$ cat config.mk
export PLATFORM = sky130hd
export DESIGN_NAME = opmsd_unit
export DESIGN_NICKNAME = d
export VERILOG_FILES = /design/src/rtl/core/opmsd_pkg.sv /design/src/rtl/core/opmsd_unit.sv
export SDC_FILE = /design/constraint.sdc
export NUM_CORES = 1
export LEC_CHECK = 0
export BUFFER_PORTS_ARGS = -buffer_cell sky130_fd_sc_hd__buf_4
export CAP_MARGIN = 20
export CORE_ASPECT_RATIO = 1.25
export CORE_MARGIN = 2
export CORE_UTILIZATION = 55
export DETAILED_ROUTE_END_ITERATION = 7
export PLACE_DENSITY = 0.92
export SLEW_MARGIN = 10
export SYNTH_ARGS = -nofsm -noshare
export SYNTH_HDL_FRONTEND = slang
export SYNTH_SLANG_ARGS = --single-unit
export TNS_END_PERCENT = 100
$ cat constraint.sdc
create_clock -name vclk -period 3.66
set_input_delay 0.366 -clock vclk [all_inputs]
set_output_delay 0.366 -clock vclk [all_outputs]
set_load 0.05 [all_outputs]
$ cat src/rtl/core/opmsd_pkg.sv
// shared widths, register codes and types of the ordered placement block
`default_nettype none

package opmsd_pkg;

  localparam int VALUE_W   = 16;
  localparam int TOTAL_W   = 21;
  localparam int COL_W     = 6;
  localparam int CFG_W     = 6;
  localparam int CFG_IDX_W = 1;

  localparam int DEF_MAX_ROWS    = 32;
  localparam int DEF_MAX_COLUMNS = 32;

  localparam logic [CFG_IDX_W-1:0] REG_FLOWER_COUNT = 1'b0;
  localparam logic [CFG_IDX_W-1:0] REG_VASE_COUNT   = 1'b1;

  localparam logic KIND_TOTAL  = 1'b0;
  localparam logic KIND_COLUMN = 1'b1;

  localparam logic signed [TOTAL_W-1:0] SUM_MAX = 21'sh0FFFFF;
  localparam logic signed [TOTAL_W-1:0] SUM_MIN = 21'sh100000;

  typedef struct packed {
    logic signed [TOTAL_W-1:0] sum;
    logic                      gt;
  } unit_res_t;

endpackage

`default_nettype wire

$ cat src/rtl/core/opmsd_unit.sv
// shared saturating adder and signed comparator
`default_nettype none

module opmsd_unit import opmsd_pkg::*; (
  input  logic signed [TOTAL_W-1:0] a_i,
  input  logic signed [TOTAL_W-1:0] b_i,
  input  logic signed [TOTAL_W-1:0] c_i,
  output unit_res_t                 res_o
);

  logic signed [TOTAL_W:0] wide_sum;

  assign wide_sum = {a_i[TOTAL_W-1], a_i} + {b_i[TOTAL_W-1], b_i};

  always_comb begin
    if (wide_sum[TOTAL_W] != wide_sum[TOTAL_W-1]) begin
      res_o.sum = wide_sum[TOTAL_W] ? SUM_MIN : SUM_MAX;
    end else begin
      res_o.sum = wide_sum[TOTAL_W-1:0];
    end
    res_o.gt = (c_i > a_i);
  end

endmodule

`default_nettype wire

After elaboration in Yosys (flattened, before gate mapping)
Index checks and enable logic that the tools add are counted.
W data, S select, Z words.

operators by class
  add/subtract/negate cells = 1
  multiplexer cells = 2
  equal/unequal tests = 1
  magnitude comparators = 1

operators by type and width
  operator          number
  $mux W21          2
  $add A21 B21 Y22  1
  $gt A21 B21 Y1    1
  $ne A1 B1 Y1      1

word-level totals
  register bits = 0
  input bits = 63

Longest topological paths before layout
Gate-level depths: netlist of run 1.

  depth after elaboration = 3
  depth in mapped cells = 11
  gate-level depth less buffers = 10

Least setup slack after synthesis of run 1
No wires, ideal clock.

  path type = input to output
  start = in a_i[0]
  end = out res_o[10] (netlist name)
  required time = 3.294 ns
  path slack = 0.872 ns
  arrival time = 2.422 ns
  buffers on the path = 1
  stages on the path = 11
  cells stage by stage = ha_1 -> inv_1 -> fa_1 -> nor2b_1 -> o31ai_2 -> nand2_2 -> a221oi_4 -> o31ai_2 -> xor2_1 -> buf_6 -> maj3_2

RTL lines
  item         line             RTL
  from (decl)  opmsd_unit.sv:5  input logic signed [TOTAL_W-1:0] a_i,
  to (decl)    opmsd_unit.sv:8  output unit_res_t res_o

==> key figures, run 1 <==
Route
  • Pre-Repair DR Iteration Count: 4
  • DR WL/cell: 15.5 µm
  • Post-Route WL: 5840 µm
  • Via-per-instance ratio: 5.94
  • DRC Markers: 0
  • Via count: 2240
  • Initial DRC Count: 106
  • Final ANT Viol Nets: 0

Clock tree
  • CTS hold repair buffers: 0

STA
  • Final Max Slew Viols: 0
  • Slew headroom: 0.617
  • RSZ-0062 raised after global routing: false
  • Worst-Margin Slew: 560 ps
  • Fin crit share: 0.920
  • F_max: just under 0.3 GHz
  • Final hold viol count: 0
  • WHS: ~1300 ps
  • Setup violations, final: 0
  • Min Tclk post-route: 3370 ps

Yosys
  • Synth cell count leaders: ha_1 (42), inv_1 (31), a21oi_1 (24), maj3_2 (20)
  • Net Count, Synth: approximately 370
  • Seq/Total Area, Yosys: 0
  • Distinct cells, synth: 44
  • Area of the mapped netlist: 1960 µm²
  • Top-area cell type share of the netlist area: 0.268
  • Synth area leaders: ha_1 (27%), maj3_2 (12%), a21oi_1 (6.1%)
  • Mean Syn Cell Area: 7.45 µm²
  • Yosys top cell by area: ha_1
  • Syn Inst Count: 263
  • Yosys warns: 0
  • Most frequent cell after synthesis: ha_1

Power and ir drop
  • VDD IR max: 0.000302 V
  • Switching Power: around 500 µW
  • Cell internal pwr: 309 µW
  • Switching share of power: 0.617
  • Clock network power share: 0
  • PwrDens: 305 nW/µm²
  • Pleak: ~1.4 nW
  • Combinational group share of total power: 1.000
  • Sequential Power Share: 0

Placement
  • Input/output buffers: 85
  • Placed Area: 2600 µm²
  • Post-DP HPWL: 4730 µm
  • GPL Wtd Cong: 0.887

Critical path
  • Top cell by count, worst path: buf_4
  • Setup CP Type: input port to output pin
  • CP endpoint kind: output pin
  • Critical Path Source: a_i[0]
  • CP Max Fanout: 10
  • CP cell instances: buf_4 > ha_1 > inv_1 > fa_1 > nor2b_1 > o31ai_2 > nand2_2 > a221oi_4 > o31ai_4 > xor2_4 > maj3_2 > buf_4
  • Largest delay share family, worst path: adder cells
  • Critical path buffers and inverters: 3
  • Crit path launch type: input port
  • Slowest library cell on the worst path: o31ai_4
  • Max stage delay on crit path: 430 ps
  • Crit path DAT: 3000 ps
  • CP required: around 3300 ps

Floorplan
  • Total I/O pin count: 85
  • Die footprint: roughly 4000 µm²
  • Die Wd: 57.4 µm
  • Initial core utilization: 0.567
  • Cell Rows: 24
  • Core box area: 3450 µm²
  • DIE HEIGHT: 70.7 µm

Min path
  • Hold_sp: b_i[0]
  • HP Class: input port to output pin

Finish
  • Layout cells sized above 1: 0.343
  • Area delta synth->final: 35.0%
  • CLK BUF: 0
  • FFs & Latches: 0
  • Layout net count: 446
  • Diode count: 0
  • Seq. cell area: 0 µm²
  • Post-route cell area: 2640 µm²

Run status
  • Outcome: complete, no violations

Global routing
  • First-pass GRT wire length: 9400 µm
  • Largest net degree at the start of global routing: 22
  • Initial antenna violation count: 0
  • Total global routing track utilization: 0.277
  • GR Overflow Total: 0
  • Vias in the first global route: 2217

Flow run
  • # Max-Cap Violations: 0
## final timing paths
kind   endpoint  depth (start not counted)
min    res_o[1]                          4
max   res_o[18]                         12
## final cells by class
cell class                      instances  area [µm²]
Multi-Input combinational cell        221        1830
Timing Repair Buffer                   86         646
Fill cell                             273         810
Inverter                               31         116
Tap cell                               39        48.8
## per-stage QoR
| step | power [mW] | setup TNS, ps | setup slack [ps] | std cells | utilization |
|---|---|---|---|---|---|
| floorplan | 0.578 | 0 | 872 | 263 | - |
| global placement | 0.770 | 0 | 31.7 | 376 | 0.752 |
| detailed placement | 0.782 | -2220 | -122 | 376 | 0.752 |
| CTS | 0.788 | 0 | 127 | 376 | 0.755 |
| global route | 0.858 | 0 | 97.8 | 377 | 0.766 |
| finish | 0.805 | 0 | 292 | 377 | 0.766 |
## power groups by stage
stage | Clock (mW) | Sequential [mW] | Combinational [mW]
global route | 0 | 0 | 0.858
detailed placement | 0 | 0 | 0.782
global placement | 0 | 0 | 0.770
finish | 0 | 0 | 0.805
CTS | 0 | 0 | 0.788
floorplan | 0 | 0 | 0.578
## placed cells by master (no fill, tap or decap), drive strengths merged, types with 3 or more instances in the layout
cell and n:
nand4 7, ha 42, nor2b 4, a21o 11, and3 3, a211oi 3
nand2 15, xnor2 12, inv 31, a21oi 24, nand3 5, nand2b 4
a221oi 4, maj3 20, buf 86, nor2 14, o21ai 17, xor2 5
o21a 7
## timing repair
action                                  4_1_cts  5_1_grt
setup buffers                                 0        0
cloned                                        0        1
endpoints found under the setup margin       20       20
resized for setup                             1        2
## cells by family (layout without fill, tap and decap cells)
logic type / after synthesis / after routing / synth area share
xor+xnor: 16 / 17 / 0.0716
simple gates: 61 / 61 / 0.165
fa+ha+maj: 63 / 63 / 0.394
buf+inv: 43 / 117 / 0.0920
mux: 1 / 1 / 0.00511
compound gates: 79 / 79 / 0.272
## routing by layer
metal / global-route usage / vias to the layer above / wire length (µm)
met5: 0 / - / 0
met4: 0.0904 / 0 / 195
met3: 0.0146 / 20 / 333
met2: 0.513 / 116 / 3020
met1: 0.331 / 1001 / 2290
li1: - / 1103 / -
No activity file was read; power rests on OpenSTA's default activity.
==> run 2: changes to the inputs <==
--- a/config.mk
+++ b/config.mk
@@ -5,11 +5,12 @@
 export SDC_FILE = /design/constraint.sdc
 export NUM_CORES = 1
 export LEC_CHECK = 0
+export ABC_AREA = 1
 export BUFFER_PORTS_ARGS = -buffer_cell sky130_fd_sc_hd__buf_4
 export CAP_MARGIN = 20
 export CORE_ASPECT_RATIO = 1.25
 export CORE_MARGIN = 2
-export CORE_UTILIZATION = 55
+export CORE_UTILIZATION = 56
 export DETAILED_ROUTE_END_ITERATION = 7
 export PLACE_DENSITY = 0.92
 export SLEW_MARGIN = 10
==> run 2 against run 1 <==
  * Count of clock-buffer cells in the layout unchanged
  * Worst setup slack better by 450 ps
  * Sequential share of layout area stayed put
  * Final area rose by 5.7%
  * Global-route usage rose by 2.6 points
==> key figures, run 2 <==
Global routing
  • Largest net degree at the start of global routing: 21 (-4.5%)
  • Initial antenna violation count: 0 (unchanged)
  • Total global routing track utilization: 0.303 (+0.0264)
  • Vias in the first global route: 2550 (+15%)
  • First-pass GRT wire length: 10400 µm (+11%)
  • GR Overflow Total: 0 (unchanged)

Critical path
  • Top cell by count, worst path: nand2_1
  • Largest delay share family, worst path: simple AND/OR/NAND/NOR gates
  • Slowest library cell on the worst path: fa_1
  • Max stage delay on crit path: 410 ps (-20 ps)
  • CP cell instances: buf_4 > ha_1 > inv_1 > fa_1 > inv_1 > nand3_1 > nand2_1 > nand3_1 > nand4_1 > nand2_1 > nand2_2 > nand3_2 > nand2_1 > buf_4
  • Critical path buffers and inverters: 4 (+1)
  • Crit path launch type: input port
  • Crit path DAT: 2550 ps (-450 ps)
  • Setup CP Type: input port to output pin
  • CP endpoint kind: output pin
  • CP Max Fanout: 20 (+10)
  • CP required: 3290 ps (about the same)
  • Critical Path Source: a_i[0]

Yosys
  • Area of the mapped netlist: 2130 µm² (+8.8%)
  • Net Count, Synth: 493 (+34%)
  • Yosys warns: 0 (unchanged)
  • Synth area leaders: ha_1 (25%), nand2_1 (23%), inv_1 (12%)
  • Most frequent cell after synthesis: nand2_1
  • Yosys top cell by area: ha_1
  • Syn Inst Count: 387 (+47%)
  • Distinct cells, synth: 26 (-41%)
  • Top-area cell type share of the netlist area: 0.247 (-0.0217)
  • Synth cell count leaders: nand2_1 (132), inv_1 (67), ha_1 (42), nor2_1 (27), a21oi_1 (26)
  • Mean Syn Cell Area: 5.51 µm² (-26%)
  • Seq/Total Area, Yosys: 0 (unchanged)

Power and ir drop
  • Combinational group share of total power: 1.000 (about the same)
  • Switching Power: 514 µW (+3.6%)
  • Sequential Power Share: 0 (unchanged)
  • Pleak: 1.73 nW (+28%)
  • Switching share of power: 0.662 (+0.0458)
  • Clock network power share: 0 (unchanged)
  • VDD IR max: 0.000318 V (+5.0%)
  • Cell internal pwr: 262 µW (-15%)
  • PwrDens: 278 nW/µm² (-8.8%)

Finish
  • Layout net count: 577 (+29%)
  • Area delta synth->final: 31.1%
  • FFs & Latches: 0 (unchanged)
  • CLK BUF: 0 (unchanged)
  • Diode count: 0 (unchanged)
  • Most frequent cells in the layout: nand2_1 (132), buf_4 (86), inv_1 (67)
  • Layout cells sized above 1: 0.232 (-0.111)
  • Seq. cell area: 0 µm² (unchanged)
  • Post-layout util: 0.751 (-0.0150)
  • Fillers: 353 (+29%)
  • Most common cell after layout, fill and taps aside: nand2_1

Route
  • Via-per-instance ratio: 5.26 (-12%)
  • Initial DRC Count: 85 (-20%)
  • DR WL/cell: 12.6 µm (-19%)
  • Via count: 2675 (+19%)
  • Post-Route WL: 6420 µm (+9.9%)
  • DRC Markers: 0 (unchanged)
  • Final ANT Viol Nets: 0 (unchanged)
  • Pre-Repair DR Iteration Count: 4 (unchanged)

Floorplan
  • Initial core utilization: 0.572 (+0.00541)
  • Die Wd: 59.2 µm (+3.1%)
  • Total I/O pin count: 85 (unchanged)
  • Die footprint: 4320 µm² (+6.4%)
  • Cell Rows: 25 (+4.2%)
  • Core box area: 3720 µm² (+7.8%)
  • DIE HEIGHT: 73.0 µm (+3.2%)

STA
  • F_max: 0.343 GHz (+16%)
  • Min Tclk post-route: 2920 ps (-453 ps)
  • RSZ-0062 raised after global routing: false
  • Setup violations, final: 0 (unchanged)
  • WHS: 1200 ps (-81.8 ps)
  • Fin crit share: 0.797 (-0.124)
  • Sum Neg Setup Slack: 0 ps (unchanged)
  • Slew headroom: 0.717 (+0.100)
  • Final hold viol count: 0 (unchanged)
  • Final Max Slew Viols: 0 (unchanged)
  • Worst-Margin Slew: 420 ps (-140 ps)
  • PnR worst setup slack: 745 ps (+453 ps)

Min path
  • Hold path endpoint: res_o[1]
  • Hold path depth: 5 (+1)
  • Hold_sp: b_i[0]
  • HP Class: input port to output pin

Run status
  • Outcome: complete, no violations

Placement
  • Input/output buffers: 85 (unchanged)
  • GPL Wtd Cong: 0.957 (+7.9%)
  • Post-DP HPWL: 5690 µm (+20%)
  • Pre-CTS setup slack: 750 ps (+873 ps)

Flow run
  • # Max-Cap Violations: 0 (unchanged)

Clock tree
  • Postcts setup bufs: 0 (unchanged)
  • CTS hold repair buffers: 0 (unchanged)
  • # resized after CTS: 0 (-1)
-- run 2: area by class of cell --
class                      count  area (µm²)  area share
inverter                      68         255      0.0914
timing repair buffer          86         646       0.231
multi-input combinational    315        1840       0.660
tap                           40        50.0      0.0179
-- run 2: metal layers --
layer,GRT usage,up-vias,share of wire
met5,0,-,0
met4,0.0808,0,0.031
met3,0.0142,15,0.043
met2,0.604,86,0.53
met1,0.336,1170,0.39
li1,-,1404,-
-- run 2: worst min-delay path, cell delays in order --
cell and delay, ps:
buf_4 80, ha_1 110, nand2_1 50, nand2_1 50, buf_4 190
-- run 2: cell families after synthesis --
family          count (synthesis)  synth area share
fa+ha+maj                      43             0.256
simple gates                  214             0.440
xor+xnor                       13            0.0534
compound gates                 45             0.116
buf+inv                        72             0.135
-- run 2: worst max-delay path by stage --
stage | end | depth (start not counted)
after floorplan | res_o[20] | 14
after global placement | res_o[16] | 14
after detailed placement | res_o[15] | 14
after CTS | res_o[15] | 14
after global routing | res_o[15] | 14
final | res_o[15] | 14
-- run 2: stage by stage --
stage / area (µm²) / total power [mW] / instances
floorplan: 2130 / 0.547 / 387
global placement: 2790 / 0.761 / 509
detailed placement: 2790 / 0.770 / 509
CTS: 2790 / 0.774 / 509
global route: 2790 / 0.838 / 509
finish: 2790 / 0.777 / 509
-- run 2: power by group through the flow --
stage | Combinational, mW | Sequential, mW | Clock (mW)
floorplan | 0.547 | 0 | 0
global route | 0.838 | 0 | 0
global placement | 0.761 | 0 | 0
CTS | 0.774 | 0 | 0
detailed placement | 0.770 | 0 | 0
finish | 0.777 | 0 | 0
==> run 3: changes to the inputs <==
--- a/config.mk
+++ b/config.mk
@@ -5,14 +5,14 @@
 export SDC_FILE = /design/constraint.sdc
 export NUM_CORES = 1
 export LEC_CHECK = 0
-export ABC_AREA = 1
+export ABC_AREA = 0
 export BUFFER_PORTS_ARGS = -buffer_cell sky130_fd_sc_hd__buf_4
 export CAP_MARGIN = 20
 export CORE_ASPECT_RATIO = 1.25
 export CORE_MARGIN = 2
-export CORE_UTILIZATION = 56
+export CORE_UTILIZATION = 51
 export DETAILED_ROUTE_END_ITERATION = 7
-export PLACE_DENSITY = 0.92
+export PLACE_DENSITY = 0.86
 export SLEW_MARGIN = 10
 export SYNTH_ARGS = -nofsm -noshare
 export SYNTH_HDL_FRONTEND = slang
==> constraint.sdc (replaced) <==
create_clock -name vclk -period 3.05
set_input_delay 0.305 -clock vclk [all_inputs]
set_output_delay 0.305 -clock vclk [all_outputs]
set_load 0.05 [all_outputs]
==> run 3 against run 2 <==
  * Worst setup slack worse by 740 ps
  * Routed wire length is 13% higher
  * Via count is 7.9% lower
  * First-iteration DRC count is 100% higher
  * Critical endpoint is now res_o[10]
==> key figures, run 3 (synthesis results as in run 1) <==
STA
  • Setup violations, final: 0 (unchanged)
  • Fin crit share: 0.997
  • Sum Neg Setup Slack: 0 ps (unchanged)
  • F_max: approximately 0.33 GHz
  • Final hold viol count: 0 (unchanged)
  • Min Tclk post-route: between 3000 and 4000 ps
  • Final Max Slew Viols: 0 (unchanged)
  • Slew headroom: 0.593 (-0.124)
  • WHS: 1130 ps (-64.5 ps)
  • RSZ-0062 raised after global routing: true
  • Worst-Margin Slew: 595 ps (+175 ps)

Finish
  • Seq. cell area: 0 µm² (unchanged)
  • Area delta synth->final: 59.4%
  • Layout net count: 481 (-17%)
  • Post-layout util: 0.839 (+0.0881)
  • CLK BUF: 0 (unchanged)
  • Most frequent cells in the layout: buf_4 (94), ha_1 (40), inv_1 (30)
  • Fillers: 198 (-44%)
  • Layout cells sized above 1: 0.421 (+0.189)
  • FFs & Latches: 0 (unchanged)
  • Most common cell after layout, fill and taps aside: buf_4
  • Diode count: 0 (unchanged)

Critical path
  • CP required: 2740 ps (-550 ps)
  • CP Max Fanout: 4 (-80%)
  • CP endpoint kind: output pin
  • Crit path launch type: input port
  • Crit path DAT: 2740 ps (+190 ps)
  • Setup CP Type: input port to output pin

Floorplan
  • Cell Rows: 25 (unchanged)
  • DIE HEIGHT: 73.3 µm (+0.42%)
  • Total I/O pin count: 85 (unchanged)
  • Die Wd: 59.4 µm (+0.42%)
  • Initial core utilization: 0.526 (-0.0464)
  • Die footprint: 4350 µm² (+0.85%)
  • Core box area: 3720 µm² (unchanged)

Min path
  • Hold path endpoint: res_o[1]
  • Hold path depth: 4 (-1)
  • HP Class: input port to output pin
  • Hold_sp: b_i[0]

Placement
  • Input/output buffers: 85 (unchanged)
  • Post-DP HPWL: 5180 µm (-9.0%)
  • GPL Wtd Cong: 0.909 (-5.0%)

Flow run
  • # Max-Cap Violations: 0 (unchanged)

Route
  • Via count: 2463 (-7.9%)
  • Final ANT Viol Nets: 0 (unchanged)
  • Post-Route WL: 7270 µm (+13%)
  • Via-per-instance ratio: 5.96 (+13%)
  • DRC Markers: 0 (unchanged)
  • DR WL/cell: 17.6 µm (+40%)
  • Initial DRC Count: 172 (+100%)
  • Pre-Repair DR Iteration Count: 5 (+1)

Global routing
  • Largest net degree at the start of global routing: 22 (+4.8%)
  • Total global routing track utilization: 0.297 (-0.00573)
  • GR Overflow Total: 0 (unchanged)
  • First-pass GRT wire length: 10400 µm (-0.27%)
  • Initial antenna violation count: 0 (unchanged)
  • Vias in the first global route: 2416 (-5.3%)

Run status
  • Outcome: complete, no violations

Power and ir drop
  • Pwr Total: 1.19 mW (+53%)
  • VDD IR max: 0.000221 V (-30%)
  • PwrDens: 380 nW/µm² (+37%)
  • Pleak: 1.59 nW (-8.5%)

Clock tree
  • CTS hold repair buffers: 0 (unchanged)
-- run 3: final cells by class --
class / instances / area, µm² / area share
inverter: 31 / 116 / 0.0373
multi-input combinational: 221 / 1880 / 0.603
tap: 40 / 50.0 / 0.0160
timing repair buffer: 121 / 1070 / 0.343
-- run 3: how the worst max path moves through the flow --
| stage | from | end | slack [ps] |
|---|---|---|---|
| 2_1_floorplan | a_i[0] | res_o[10] | 380 |
| 3_3_place_gp | a_i[0] | res_o[16] | -390 |
| 3_5_place_dp | a_i[0] | res_o[14] | -540 |
| 4_1_cts | a_i[0] | res_o[1] | 40 |
| 5_1_grt | a_i[0] | res_o[13] | -70 |
| 6_report | a_i[0] | res_o[10] | 9 |
-- run 3: stage by stage --
step	cell area (µm²)	cells	setup WS (ps)
detailed placement	2820	405	-540
CTS	2900	408	38.0
finish	3120	413	8.84
global placement	2820	405	-390
global route	3120	413	-71.2
floorplan	1960	263	384
-- run 3: metal layers --
layer  vias up  track usage  wire [µm]
met5         -            0          0
met4         0       0.0631        369
met3        40       0.0211        584
met2       147        0.580       3680
met1      1102        0.341       2640
li1       1174            -          -
-- run 3: critical path: stages --
cell and delay (ps):
buf_8 100, ha_4 150, inv_2 50, fa_2 240, nor2b_4 60, o31ai_4 260, nand2_2 120, a221oi_4 360
o31ai_4 110, buf_6 150, xor2_4 170, clkbuf_16 190, maj3_2 310, buf_8 160
-- run 3: power breakdown --
group | switching [mW] | internal [mW] | leakage (nW)
registers | 0 | 0 | 0
clock network | 0 | 0 | 0
logic | 0.658 | 0.530 | 1.59
-- run 3: what timing repair did --
item | 4_1_cts | 5_1_grt
endpoints found under the setup margin | 20 | 20
cloned | 1 | 1
buffers inserted | 2 | 4
gates resized for setup | 3 | 38
pin swaps | 1 | 10
